### config.mk
export PLATFORM = sky130hd
export DESIGN_NAME = cllc_lexer
export DESIGN_NICKNAME = d
export VERILOG_FILES = /design/src/cllc_pkg.sv /design/src/cllc_lexer.sv
export VERILOG_INCLUDE_DIRS = /design/src /design/src/src
export SDC_FILE = /design/constraint.sdc
export NUM_CORES = 1
export LEC_CHECK = 0
export BUFFER_PORTS_ARGS = -buffer_cell sky130_fd_sc_hd__buf_2
export CAP_MARGIN = 20
export CORE_ASPECT_RATIO = 0.6
export CORE_MARGIN = 2
export CORE_UTILIZATION = 40
export CTS_BUF_LIST = sky130_fd_sc_hd__clkbuf_4 sky130_fd_sc_hd__clkbuf_8 sky130_fd_sc_hd__clkbuf_16
export CTS_CLUSTER_DIAMETER = 100
export DETAILED_ROUTE_END_ITERATION = 10
export PLACE_DENSITY = 0.61
export SLEW_MARGIN = 20
export SYNTH_ARGS = -nofsm -noshare
export SYNTH_HDL_FRONTEND = slang
export SYNTH_SLANG_ARGS = --single-unit
export TNS_END_PERCENT = 100
### constraint.sdc
create_clock -name clk -period 8.7 [get_ports clk]
set_input_delay 0.435 -clock clk [delete_from_list [all_inputs] [get_ports clk]]
set_output_delay 0.435 -clock clk [all_outputs]
set_load 0.005 [all_outputs]
### src/command_line_lexer_checker_assert.svh
// assertion macros for the command line lexer checker
`ifndef COMMAND_LINE_LEXER_CHECKER_ASSERT_SVH
`define COMMAND_LINE_LEXER_CHECKER_ASSERT_SVH
`ifndef SYNTH
// checked outside reset
`define CLLC_ASSERT(lbl, prop, msg) \
    lbl: assert property (@(posedge clk) disable iff (!rst_n) prop) else $error(msg);
// checked on every edge, reset included
`define CLLC_ASSERT_ALWAYS(lbl, prop, msg) \
    lbl: assert property (@(posedge clk) prop) else $error(msg);
`else
`define CLLC_ASSERT(lbl, prop, msg)
`define CLLC_ASSERT_ALWAYS(lbl, prop, msg)
`endif
`endif

### src/cllc_pkg.sv
// shared types, codes and keyword tables of the command line lexer checker
package cllc_pkg;

    localparam int MAX_TOKENS = 8;

    // status codes
    localparam logic [2:0] ST_OK       = 3'd0;
    localparam logic [2:0] ST_SYNTAX   = 3'd1;
    localparam logic [2:0] ST_TOO_MANY = 3'd2;
    localparam logic [2:0] ST_UNKNOWN  = 3'd3;
    localparam logic [2:0] ST_TOO_FEW  = 3'd4;
    localparam logic [2:0] ST_INVALID  = 3'd5;
    localparam logic [2:0] ST_QUIT     = 3'd6;

    // command codes
    localparam logic [3:0] CMD_NONE     = 4'd0;
    localparam logic [3:0] CMD_PUT      = 4'd1;
    localparam logic [3:0] CMD_GET      = 4'd2;
    localparam logic [3:0] CMD_LS       = 4'd3;
    localparam logic [3:0] CMD_CD       = 4'd4;
    localparam logic [3:0] CMD_PWD      = 4'd5;
    localparam logic [3:0] CMD_MAKE_DIR = 4'd6;
    localparam logic [3:0] CMD_REMOVE   = 4'd7;
    localparam logic [3:0] CMD_EXIT     = 4'd8;

    localparam logic [7:0] CH_QUOTE   = 8'h22;
    localparam logic [7:0] CH_SPACE   = 8'h20;
    localparam logic [7:0] CH_NEWLINE = 8'h0a;

    // keyword k matches command code k+1, padded to eight characters
    localparam logic [7:0] KW_TEXT [8][8] = '{
        '{"p", "u", "t", 8'h00, 8'h00, 8'h00, 8'h00, 8'h00},
        '{"g", "e", "t", 8'h00, 8'h00, 8'h00, 8'h00, 8'h00},
        '{"l", "s", 8'h00, 8'h00, 8'h00, 8'h00, 8'h00, 8'h00},
        '{"c", "d", 8'h00, 8'h00, 8'h00, 8'h00, 8'h00, 8'h00},
        '{"p", "w", "d", 8'h00, 8'h00, 8'h00, 8'h00, 8'h00},
        '{"m", "k", "d", "i", "r", 8'h00, 8'h00, 8'h00},
        '{"d", "e", "l", "e", "t", "e", 8'h00, 8'h00},
        '{"q", "u", "i", "t", 8'h00, 8'h00, 8'h00, 8'h00}
    };
    localparam logic [2:0] KW_LEN [8] = '{3'd3, 3'd3, 3'd2, 3'd2, 3'd3, 3'd5, 3'd6, 3'd4};

    localparam logic [7:0] MODE_TEXT [8] = '{"a", "s", "c", "i", "i",
                                             8'h00, 8'h00, 8'h00};
    localparam logic [2:0] MODE_LEN = 3'd5;

    typedef struct packed {
        logic [7:0] char_byte;
        logic       last_byte;
    } in_beat_t;

    typedef struct packed {
        logic [7:0] echo_byte;
        logic       is_token_text;
        logic [3:0] token_number;
        logic       token_closed;
        logic       request_done;
        logic [2:0] status_code;
        logic [3:0] command_code;
    } out_beat_t;

    // per byte token marks from the lexer
    typedef struct packed {
        logic       is_text;
        logic       closed;
        logic [3:0] token_number;
    } lex_marks_t;

    // lexer state after the current byte, for the end of line check
    typedef struct packed {
        logic [2:0] error_code;
        logic [3:0] token_count;
        logic [7:0] keyword_hits;
        logic       mode_word_hit;
        logic [3:0] arg_nonempty;
    } lex_summary_t;

endpackage

### src/cllc_lexer.sv
// byte lexer: token state, keyword tracking and error capture
`include "command_line_lexer_checker_assert.svh"

module cllc_lexer (
    input  logic                    clk,
    input  logic                    rst_n,
    input  logic                    step,
    input  cllc_pkg::in_beat_t      beat,
    output cllc_pkg::lex_marks_t    marks,
    output cllc_pkg::lex_summary_t  summary
);
    import cllc_pkg::*;

    typedef enum logic [1:0] {
        MODE_BETWEEN,
        MODE_PLAIN,
        MODE_QUOTED,
        MODE_AFTER_QUOTE
    } lex_mode_t;

    lex_mode_t  mode_reg, mode_next;
    logic [3:0] count_reg, count_next;
    logic [2:0] pos_reg, pos_next;
    logic [7:0] hits_reg, hits_next;
    logic       mword_reg, mword_next;
    logic [3:0] args_reg, args_next;
    logic [2:0] err_reg, err_next;

    logic [7:0] c;
    logic       last;
    logic       delim;
    logic       quote;
    logic       take;
    logic       close;
    logic       syn;

    assign c     = beat.char_byte;
    assign last  = beat.last_byte;
    assign delim = (c == CH_SPACE) || (c == CH_NEWLINE);
    assign quote = (c == CH_QUOTE);

    // lexer transitions
    always_comb
    begin
        mode_next = mode_reg;
        take      = 1'b0;
        close     = 1'b0;
        syn       = 1'b0;
        if (err_reg == ST_OK)
        begin
            case (mode_reg)
                MODE_BETWEEN:
                begin
                    if (delim)
                    begin
                        mode_next = MODE_BETWEEN;
                    end
                    else if (quote)
                    begin
                        mode_next = MODE_QUOTED;
                        syn       = last;
                    end
                    else
                    begin
                        take      = 1'b1;
                        mode_next = MODE_PLAIN;
                        close     = last;
                    end
                end
                MODE_PLAIN:
                begin
                    if (delim)
                    begin
                        close     = 1'b1;
                        mode_next = MODE_BETWEEN;
                    end
                    else if (quote)
                    begin
                        syn = 1'b1;
                    end
                    else
                    begin
                        take  = 1'b1;
                        close = last;
                    end
                end
                MODE_QUOTED:
                begin
                    if (quote)
                    begin
                        mode_next = MODE_AFTER_QUOTE;
                        close     = last;
                    end
                    else if ((c == CH_NEWLINE) || last)
                    begin
                        syn = 1'b1;
                    end
                    else
                    begin
                        take = 1'b1;
                    end
                end
                default:
                begin
                    if (delim)
                    begin
                        close     = 1'b1;
                        mode_next = MODE_BETWEEN;
                    end
                    else
                    begin
                        syn = 1'b1;
                    end
                end
            endcase
        end
    end

    // text update first, then token close on the same byte
    always_comb
    begin
        count_next = count_reg;
        pos_next   = pos_reg;
        hits_next  = hits_reg;
        mword_next = mword_reg;
        args_next  = args_reg;
        err_next   = err_reg;
        if (take)
        begin
            if (count_reg == 4'd0)
            begin
                for (int k = 0; k < 8; k++)
                begin
                    if ((pos_reg >= KW_LEN[k]) || (KW_TEXT[k][pos_reg] != c))
                    begin
                        hits_next[k] = 1'b0;
                    end
                end
            end
            if (count_reg == 4'd3)
            begin
                if ((pos_reg >= MODE_LEN) || (MODE_TEXT[pos_reg] != c))
                begin
                    mword_next = 1'b0;
                end
            end
            if ((count_reg >= 4'd1) && (count_reg <= 4'd4))
            begin
                args_next[2'(count_reg - 4'd1)] = 1'b1;
            end
            if (pos_reg != 3'd7)
            begin
                pos_next = pos_reg + 3'd1;
            end
        end
        if (close)
        begin
            if (count_reg >= 4'(MAX_TOKENS))
            begin
                err_next = ST_TOO_MANY;
            end
            else
            begin
                if (count_reg == 4'd0)
                begin
                    for (int k = 0; k < 8; k++)
                    begin
                        if (pos_next != KW_LEN[k])
                        begin
                            hits_next[k] = 1'b0;
                        end
                    end
                end
                if ((count_reg == 4'd3) && (pos_next != MODE_LEN))
                begin
                    mword_next = 1'b0;
                end
                count_next = count_reg + 4'd1;
            end
            pos_next = 3'd0;
        end
        if (syn)
        begin
            err_next = ST_SYNTAX;
        end
    end

    assign marks.is_text      = take;
    assign marks.closed       = close;
    assign marks.token_number = count_reg;

    assign summary.error_code    = err_next;
    assign summary.token_count   = count_next;
    assign summary.keyword_hits  = hits_next;
    assign summary.mode_word_hit = mword_next;
    assign summary.arg_nonempty  = args_next;

    always_ff @(posedge clk or negedge rst_n)
    begin
        if (!rst_n)
        begin
            mode_reg  <= MODE_BETWEEN;
            count_reg <= 4'd0;
            pos_reg   <= 3'd0;
            hits_reg  <= 8'hff;
            mword_reg <= 1'b1;
            args_reg  <= 4'd0;
            err_reg   <= ST_OK;
        end
        else if (step)
        begin
            if (last)
            begin
                // line finished, start the next one clean
                mode_reg  <= MODE_BETWEEN;
                count_reg <= 4'd0;
                pos_reg   <= 3'd0;
                hits_reg  <= 8'hff;
                mword_reg <= 1'b1;
                args_reg  <= 4'd0;
                err_reg   <= ST_OK;
            end
            else
            begin
                mode_reg  <= mode_next;
                count_reg <= count_next;
                pos_reg   <= pos_next;
                hits_reg  <= hits_next;
                mword_reg <= mword_next;
                args_reg  <= args_next;
                err_reg   <= err_next;
            end
        end
    end

    `CLLC_ASSERT(a_count_bound, count_reg <= 4'(MAX_TOKENS), "token count past limit")
    `CLLC_ASSERT(a_pos_in_token, pos_reg != 3'd0 |-> mode_reg != MODE_BETWEEN, "stray count")
    `CLLC_ASSERT(a_count_restart, step && last |=> count_reg == 4'd0, "count not cleared")
    `CLLC_ASSERT(a_mode_restart, step && last |=> mode_reg == MODE_BETWEEN, "mode not cleared")
    `CLLC_ASSERT(a_error_sticky, err_reg != ST_OK && !last |=> $stable(err_reg), "error lost")

endmodule

* Word-level counts from Yosys, hierarchy flattened
Memory sizes are Yosys's and may differ from the RTL's. Cells that the tools add are included.
Storage, ports and cells: flip-flop bits (word level) 25, memory bits (read-only) 576, input bits 12, output and inout bits 26, word-level logic and storage cells 166, memories 9
Memory list:
- (name not given) | words 8, bits a word 8, rd ports 1, clocked after Yosys merged registers in 0, wr ports 0, line cllc_lexer.sv:142 | if ((pos_reg >= MODE_LEN) || (MODE_TEXT[pos_reg] != c))
- (name not given) | words 8, bits a word 8, rd ports 1, clocked after Yosys merged registers in 0, wr ports 0, line cllc_lexer.sv:134 | if ((pos_reg >= KW_LEN[k]) || (KW_TEXT[k][pos_reg] != c))
- (name not given) | words 8, bits a word 8, rd ports 1, clocked after Yosys merged registers in 0, wr ports 0, line cllc_lexer.sv:134
- (name not given) | words 8, bits a word 8, rd ports 1, clocked after Yosys merged registers in 0, wr ports 0, line cllc_lexer.sv:134
- (name not given) | words 8, bits a word 8, rd ports 1, clocked after Yosys merged registers in 0, wr ports 0, line cllc_lexer.sv:134
- (name not given) | words 8, bits a word 8, rd ports 1, clocked after Yosys merged registers in 0, wr ports 0, line cllc_lexer.sv:134
- 3 more memories
Cells by class: $add $sub $neg 3, magnitude comparators 11, equal/unequal tests 22, muxes and demuxes 91, bitwise gates (word level) 2, reduce and logical (&&, ||, !) cells 21
Operator list (count):
- 8-bit two-way mux | 24
- 8-bit != test | 9
- 1-bit two-way mux | 42
- 3-bit two-way mux | 8
- 4-bit two-way mux | 6
- 8-bit by 6-bit equality test with 1-bit output (second input constant) | 2
- 3-bit != test (second input constant) | 5
- 2-bit two-way mux | 6
- 1-bit logical OR | 11
- 3-bit greater-or-equal comparator (second input constant) | 3
- 8-bit by 4-bit equality test with 1-bit output (second input constant) | 1
- 4-bit greater-or-equal comparator (second input constant) | 2
- 3-bit by 2-bit greater-or-equal comparator with 1-bit output (second input constant) | 2
- 3-bit by 2-bit != test with 1-bit output (second input constant) | 2
- 1-bit one-hot mux with 3 select lines | 2
- 4-bit by 1-bit adder with 4-bit output (second input constant) | 1
- 4-bit by 2-bit equality test with 1-bit output (second input constant) | 1
- 4-bit by 1-bit greater-or-equal comparator with 1-bit output (second input constant) | 1
- 4-bit by 3-bit less-or-equal comparator with 1-bit output (second input constant) | 1
- 4-bit zero test | 1
- 3-bit inverter with 4-bit output | 1
- 4-bit OR | 1
- 2-bit one-hot mux with 2 select lines | 1
- 4-bit AND reduction | 1
- 14 further kinds | 16

* Logic depth before layout (Yosys ltp)
Gate-level depths: netlist of the first run.
word-level depth 14, gate-level depth with buffers 10, mapped depth without buffers 8

* Worst setup path after synthesis of the first run
OpenSTA, ideal clock, no wires.
path type register -> output, start register pos_reg[0], end output port summary[4] (netlist name), arrival 2.735 ns, data required time 8.265 ns, path slack 5.530 ns, cell stages (with the launch flop) 9, buffers on the path 2, cell sequence dfrtp_1 -> buf_1 -> inv_1 -> ha_1 -> or4_1 -> o32a_1 -> or4_1 -> a2bb2oi_1 -> buf_4
On the way: word-level cells in the longest chain between the ends 12, elaborated cells between the ends (all ways) 19, those cells by class add/sub (1); order compare (1); eq/ne (3); mux (10); bitwise (1); reduce/logical (2); memory (1)
RTL lines:
- from (decl) | line cllc_lexer.sv:23 | logic [2:0] pos_reg, pos_next;
- from (signal assigned) | line cllc_lexer.sv:227 | pos_reg <= pos_next;
- 3-bit inverter with 4-bit output (implied by the code) | line cllc_lexer.sv:142
- memory read 8 x 8 bit
- 8-bit two-way mux (implied by the code) (2 in series) | line cllc_lexer.sv:142
- 8-bit != test | line cllc_lexer.sv:142
- 1-bit logical OR | line cllc_lexer.sv:142
- 1-bit two-way mux | line cllc_lexer.sv:142
- 1-bit two-way mux | line cllc_lexer.sv:140 | if (count_reg == 4'd3)
- 1-bit two-way mux | line cllc_lexer.sv:128 | if (take)
- 1-bit two-way mux | line cllc_lexer.sv:174 | if ((count_reg == 4'd3) && (pos_next != MODE_LEN))
- 1-bit two-way mux | line cllc_lexer.sv:158 | if (count_reg >= 4'(MAX_TOKENS))
- 1-bit two-way mux (*) | line cllc_lexer.sv:156 | if (close)
- to (decl) | line cllc_lexer.sv:10 | output cllc_pkg::lex_summary_t summary
Every way passes the cells marked *; elsewhere a longest branch is shown, timed or not. The select of a mux whose other input is x is not followed.

==> summary.txt, run 1 <==
Timing
  • Final TNS setup: 0 ns
  • Final Hold Viols: 0
  • Setup-failing EPs final: 0
  • Clock Skew: 0.005072 ns
  • Max Freq: 261.7 MHz
  • RSZ-0062 raised after global routing: no
  • Worst slew pin tran: 1.079 ns
  • Final period util: 0.4393
  • Min Tclk post-route: 3.822 ns
  • Slew Viols, Final: 0
  • Max-slew headroom: 0.2742

Routing
  • Met3 Wirelength: 700 um
  • Post-route antenna net violation count: 0
  • Routed WL per cell: 17.92 um
  • Met1 WL: 4322 um
  • Number of vias per cell: 5.969
  • Max layer used: met4
  • Drt initial violations: 278
  • Routed wire length: 8063 um
  • Met2 wire length: 3017 um
  • # DRC: 0
  • First-pass DRT Iterations: 5
  • Via count: 2686

Clock tree
  • Num Clock Sinks: 25
  • CTS resizes: 0
  • Hold_buf cts: 0
  • Post-CTS Setup Repair Bufs: 0
  • CTS tree: done
  • Root Driver: clkbuf_16
  • Reg clk slew, reported paths: 0.07 ns
  • CTS buffer count: 3
  • H-tree lvl count: 1
  • Worst-Skew Late Latency: 0.27 ns
  • Maximum root-to-sink buffer count: 2

Die
  • Die W: 110.7 um
  • Core Region: 6648 um2
  • Initial Util: 0.4109
  • DIE AREA: 7527 um2
  • Die height: 68.01 um
  • IO Pins: 38
  • Rows: 23

Power and ir drop
  • Worst vdd ir: 0.1401 mV
  • Final Total Pwr: 0.5514 mW
  • Leakage power: 1.269 nW
  • Pwr/cell area: 186.4 nW/um2

Critical path
  • CP max FO: 16
  • CP Launch Point: pos_reg[0]$_DFFE_PN0P_
  • CP startpoint kind: flop
  • CP top delay family: simple AND/OR/NAND/NOR gates
  • WP buf/inv: 2
  • CP dominant cell by count: or4_1
  • Worst path max stage delay: 0.66 ns
  • R2r worst-path depth: 7
  • Crit end category: output port
  • Crit Reg-Reg Startpoint: pos_reg[0]$_DFFE_PN0P_
  • Critical path required time: 8.27 ns
  • Worst r2r dst: mword_reg$_DFFE_PN1P_
  • Crit path DAT: 3.39 ns
  • Worst R2R Setup Slack: 5.55 ns
  • Slowest cell on crit path: dfrtp_1
  • CP Cell Sequence: inv_1 -> ha_1 -> or4_1 -> o32a_1 -> or4_1 -> a2bb2oi_1 -> buf_2
  • Crit path kind: flop to output port

Logic synthesis
  • Sequential share of the synthesized area: 0.2332
  • Post-synth EDFFs: 0
  • Synth cell types: 67
  • Number of synthesized register bits: 25
  • Asr flop ratio synth: 1.000
  • Synth Instances: 354
  • Mapped Area: 2731 um2
  • Post-synth top flop: dfrtp_1
  • Synth Warn #: 0
  • Post-synth net total: 377
  • Syn Area/Cell: 7.716 um2

Finish
  • Fill cells: 686
  • Max reg flops: 8
  • Diode count: 0
  • Final net count: 387
  • Most common cell after layout, fill and taps aside: buf_2
  • FF+latch area: 636.9 um2
  • Layout cells sized above 1: 0.1901
  • Footprint of the multi-input gates: 1852 um2
  • Layout Area Growth over Synthesis: 8.337%
  • Most frequent cells in the layout: buf_2, nor2_1, a21oi_1

Global route
  • Global route overflow: 0
  • Pin count of the biggest net entering global routing: 35
  • Initial antenna violation count: 0
  • Vias in the first global route: 2398
  • Overall routing resource usage: 0.2222
  • First-pass GRT wire length: 13140 um

Run status
  • Status: finished clean

Placement
  • Port Buf Inserts: 37
  • Gpl congestion: 0.8958
  • Post-DP HPWL: 6104 um

Min path
  • HP Class: input pin to async pin

Run
  • Maxcap violations: 0
-- synthesized netlist by cell type (3+ instances only) --
| library cell | number | share of area |
|---|---|---|
| dfstp_2 | 9 | 0.087 |
| nand3b_1 | 4 | 0.011 |
| nor2_1 | 34 | 0.047 |
| buf_4 | 3 | 0.0082 |
| buf_6 | 3 | 0.012 |
| inv_1 | 21 | 0.029 |
| nor3_1 | 14 | 0.026 |
| nand4_1 | 7 | 0.016 |
| a21oi_1 | 22 | 0.040 |
| clkbuf_1 | 24 | 0.033 |
| and3_1 | 5 | 0.011 |
| dfrtp_1 | 16 | 0.15 |
| xor2_1 | 10 | 0.032 |
| xnor2_1 | 9 | 0.029 |
| o211ai_1 | 3 | 0.0082 |
| o31ai_1 | 3 | 0.0082 |
| a21o_1 | 9 | 0.025 |
| mux2i_1 | 3 | 0.011 |
| a221oi_1 | 3 | 0.0096 |
| nand3_1 | 5 | 0.0092 |
| and2_1 | 4 | 0.0092 |
| a31oi_1 | 16 | 0.037 |
| nand2_1 | 17 | 0.023 |
| a211oi_1 | 4 | 0.011 |
| o32ai_1 | 5 | 0.016 |
| nand2b_1 | 6 | 0.014 |
| or3_1 | 3 | 0.0069 |
| a211o_1 | 4 | 0.013 |
| nor4b_1 | 3 | 0.0096 |
| ha_1 | 11 | 0.050 |
| nor4_1 | 4 | 0.0092 |
| o21ai_0 | 17 | 0.031 |
| or2_2 | 4 | 0.0092 |
| nor3b_1 | 3 | 0.0082 |
| nor2b_1 | 5 | 0.011 |
-- where the power goes --
group | switching, mW | internal [mW]
combinational | 0.159 | 0.109
clock | 0.0459 | 0.0627
sequential | 0.0252 | 0.149
total | 0.230 | 0.321
-- worst max-delay path by stage --
stage | end | slack (ns) | depth (start not counted)
finish | summary[4] | 4.88 | 7
CTS | summary[4] | 4.90 | 7
global placement | summary[4] | 5.28 | 7
detailed placement | summary[4] | 5.22 | 7
global route | summary[4] | 4.72 | 7
floorplan | summary[4] | 5.53 | 8
-- logic make-up (layout without fill, tap and decap cells) --
| kind of cell | Yosys count | count (layout) | share of synthesized area |
|---|---|---|---|
| xor gates and xnor gates | 19 | 19 | 0.06093 |
| DFF | 25 | 25 | 0.2332 |
| and+or+nand+nor | 126 | 126 | 0.2497 |
| adders and majority gates | 11 | 11 | 0.05039 |
| buffers and inverters | 55 | 64 | 0.08887 |
| AOI/OAI and AO/OA | 114 | 114 | 0.3019 |
| muxes | 4 | 4 | 0.01512 |
-- layer usage --
layer,vias up,track usage
met5,-,0
met4,0,0.02344
met3,4,0.05492
met2,104,0.2922
met1,1260,0.3607
li1,1318,-
-- final cells by class --
cell class | count | share of cell area
Clock buffer | 3 | 0.02537
Clock inverter | 1 | 0.002537
Inverter | 21 | 0.02664
Multi-Input combinational cell | 274 | 0.6258
Sequential cell | 25 | 0.2152
Tap cell | 87 | 0.03679
Timing Repair Buffer | 39 | 0.06765
-- through the flow --
| step | instances | setup WS [ns] | util | hold WS, ns | instance area, um2 |
|---|---|---|---|---|---|
| final | 450 | 4.878 | 0.4451 | 0.1623 | 2959 |
| after global routing | 450 | 4.717 | 0.4451 | 0.2055 | 2959 |
| after CTS | 450 | 4.899 | 0.4451 | 0.1850 | 2959 |
| after detailed placement | 446 | 5.215 | 0.4327 | 0.4738 | 2877 |
| after global placement | 446 | 5.285 | 0.4327 | 0.4656 | 2877 |
| after floorplan | 354 | 5.530 | - | 0.1394 | 2731 |
(Power assumes the default switching activity.)
==> inputs of run 2 (changes only) <==
- PLACE_DENSITY: 0.61 -> 0.63
- clock period: 8.7 -> 3.2 ns (I/O delays scaled with it)
==> run 2 against run 1 <==
Flip-flop and latch count unchanged. Critical path depth did not move. Final cell count is 2.4% higher. Combinational power rose to 2.9 times the previous value. Global-route usage fell by 0.23 points. Utilization increased by 1.3 points. Critical path type unchanged. Largest cell class unchanged. Highest routed layer unchanged.
==> summary.txt, run 2 (synthesized netlist as in run 1, its figures left out) <==
Routing
  • Routed wire length: 8143 um
  • Post-route antenna net violation count: 0
  • Routed WL per cell: 17.66 um
  • Number of vias per cell: 6.033
  • Drt initial violations: 362
  • # DRC: 0
  • Via count: 2781
  • First-pass DRT Iterations: 5

Critical path
  • CP dominant cell by count: or4_1
  • CP Cell Sequence: buf_4 -> ha_1 -> or4_1 -> o32a_1 -> or4_1 -> a2bb2oi_1 -> buf_2
  • Crit path kind: flop to output port
  • Critical path required time: 3.04 ns
  • CP startpoint kind: flop
  • Slowest cell on crit path: or4_1
  • CP top delay family: simple AND/OR/NAND/NOR gates
  • Crit path DAT: 2.84 ns
  • Worst path max stage delay: 0.55 ns
  • R2r worst-path depth: 7
  • WP buf/inv: 2
  • CP max FO: 13
  • Crit Reg-Reg Startpoint: pos_reg[0]$_DFFE_PN0P_
  • Worst R2R Setup Slack: 0.59 ns
  • Worst r2r dst: mword_reg$_DFFE_PN1P_
  • Crit end category: output port

Clock tree
  • CTS buffer count: 3
  • Maximum root-to-sink buffer count: 2
  • Root Driver: clkbuf_16
  • Num Clock Sinks: 25
  • CTS resizes: 0
  • Reg clk slew, reported paths: 0.07 ns
  • H-tree lvl count: 1
  • CTS tree: done
  • Worst-Skew Late Latency: 0.27 ns

Die
  • Core Region: 6648 um2
  • Initial Util: 0.4109
  • Rows: 23
  • DIE AREA: 7527 um2
  • IO Pins: 38
  • Die height: 68.01 um
  • Die W: 110.7 um

Min path
  • Hold Startpoint: step
  • HP Class: input pin to flop
  • Hold endpoint: pos_reg[2]$_DFFE_PN0P_
  • Worst hold path cell count: 2

Finish
  • Final net count: 398
  • Most frequent cells in the layout: buf_2, nor2_1, a21oi_1
  • Layout cells sized above 1: 0.2112
  • Layout Area Growth over Synthesis: 11.45%
  • Max reg flops: 8
  • Fill cells: 678
  • Diode count: 0
  • Most common cell after layout, fill and taps aside: buf_2

Power and ir drop
  • P_sw: 0.6330 mW
  • Pwr/cell area: 501.8 nW/um2
  • Clock power share: 0.192
  • Sw Share: 0.4144
  • Seq pwr share: 0.300
  • Leakage power: 1.324 nW
  • Final Total Pwr: 1.528 mW
  • Internal power: 0.8945 mW
  • Worst vdd ir: 0.2547 mV
  • Comb pwr share: 0.508

Timing
  • Slew Viols, Final: 0
  • Setup-failing EPs final: 0
  • Final Hold Viols: 0
  • Final TNS setup: 0 ns
  • Max Freq: 333.2 MHz
  • Min Tclk post-route: 3.001 ns
  • Final period util: 0.9378
  • Worst slew pin tran: 0.6823 ns
  • Clock Skew: 0.007295 ns
  • Max-slew headroom: 0.5443
  • Hold WS: 0.3100 ns
  • RSZ-0062 raised after global routing: no

Run
  • Maxcap violations: 0

Global route
  • Vias in the first global route: 2436
  • First-pass GRT wire length: 13230 um
  • Global route overflow: 0
  • Pin count of the biggest net entering global routing: 34
  • Overall routing resource usage: 0.2199
  • Initial antenna violation count: 0

Run status
  • Status: finished clean

Placement
  • Port Buf Inserts: 37
  • Post-DP HPWL: 6247 um
  • Gpl congestion: 0.9259
-- run 2: cell count changes in the layout (fill, tap and decap cells not counted), sizes merged --
cell | before | now
buf | 39 | 49
dlygate4sd3 | 0 | 1
-- run 2: repair_timing --
action | in CTS | in global routing
hold buffers | 1 | 0
buffers inserted | 0 | 0
setup endpoints to repair | 0 | 0
endpoints found under the hold margin | 16 | 0
-- run 2: area by class of cell --
cell class              instances  area (um2)  area share
clock buffers                   3       75.07     0.02466
flip-flops and latches         25       636.9      0.2092
clock inverters                 1       7.507    0.002466
repair buffers                 50       285.3     0.09371
inverters                      21       78.83     0.02589
well taps                      87       108.9     0.03576
multi-input cells             274        1852      0.6083
-- run 2: routing by layer --
layer / vias up / GRT usage / share of wire
li1: 1347 / - / -
met1: 1295 / 0.3604 / 0.53
met2: 134 / 0.2960 / 0.37
met3: 5 / 0.04252 / 0.091
met4: 0 / 0.02031 / 0.0031
met5: - / 0 / 0
-- run 2: stage by stage --
stage            util  instance area, um2  cells  setup slack, ns
2_1_floorplan       -                2731    354           0.3054
3_3_place_gp   0.4440                2952    456           0.4671
3_5_place_dp   0.4440                2952    456           0.4454
4_1_cts        0.4579                3044    461           0.2258
5_1_grt        0.4579                3044    461          0.05257
6_report       0.4579                3044    461           0.1989
-- run 2: worst max path at each step --
stage / startpoint / to / slack (ns) / depth (start not counted)
finish: pos_reg[0]$_DFFE_PN0P_ / summary[4] / 0.20 / 7
global route: mode_reg[0]$_DFFE_PN0P_ / summary[7] / 0.05 / 8
floorplan: pos_reg[0]$_DFFE_PN0P_ / summary[4] / 0.31 / 8
CTS: pos_reg[0]$_DFFE_PN0P_ / summary[4] / 0.23 / 7
global placement: beat[7] / summary[8] / 0.47 / 8
detailed placement: beat[7] / summary[7] / 0.45 / 8
-- run 2: worst register-to-register path, stage by stage (launching register included) --
cell	delay, ns
dfrtp_1	0.41
buf_4	0.20
ha_1	0.22
or4_1	0.50
o32a_1	0.33
or4_1	0.55
a2bb2oi_1	0.22
a211o_1	0.14
-- run 2: power groups by stage --
stage / Combinational, mW / Clock [mW] / Sequential, mW
finish: 0.776 / 0.294 / 0.458
global route: 0.870 / 0.314 / 0.467
CTS: 0.770 / 0.301 / 0.457
detailed placement: 0.765 / 0 / 0.462
global placement: 0.759 / 0 / 0.459
floorplan: 0.526 / 0 / 0.454
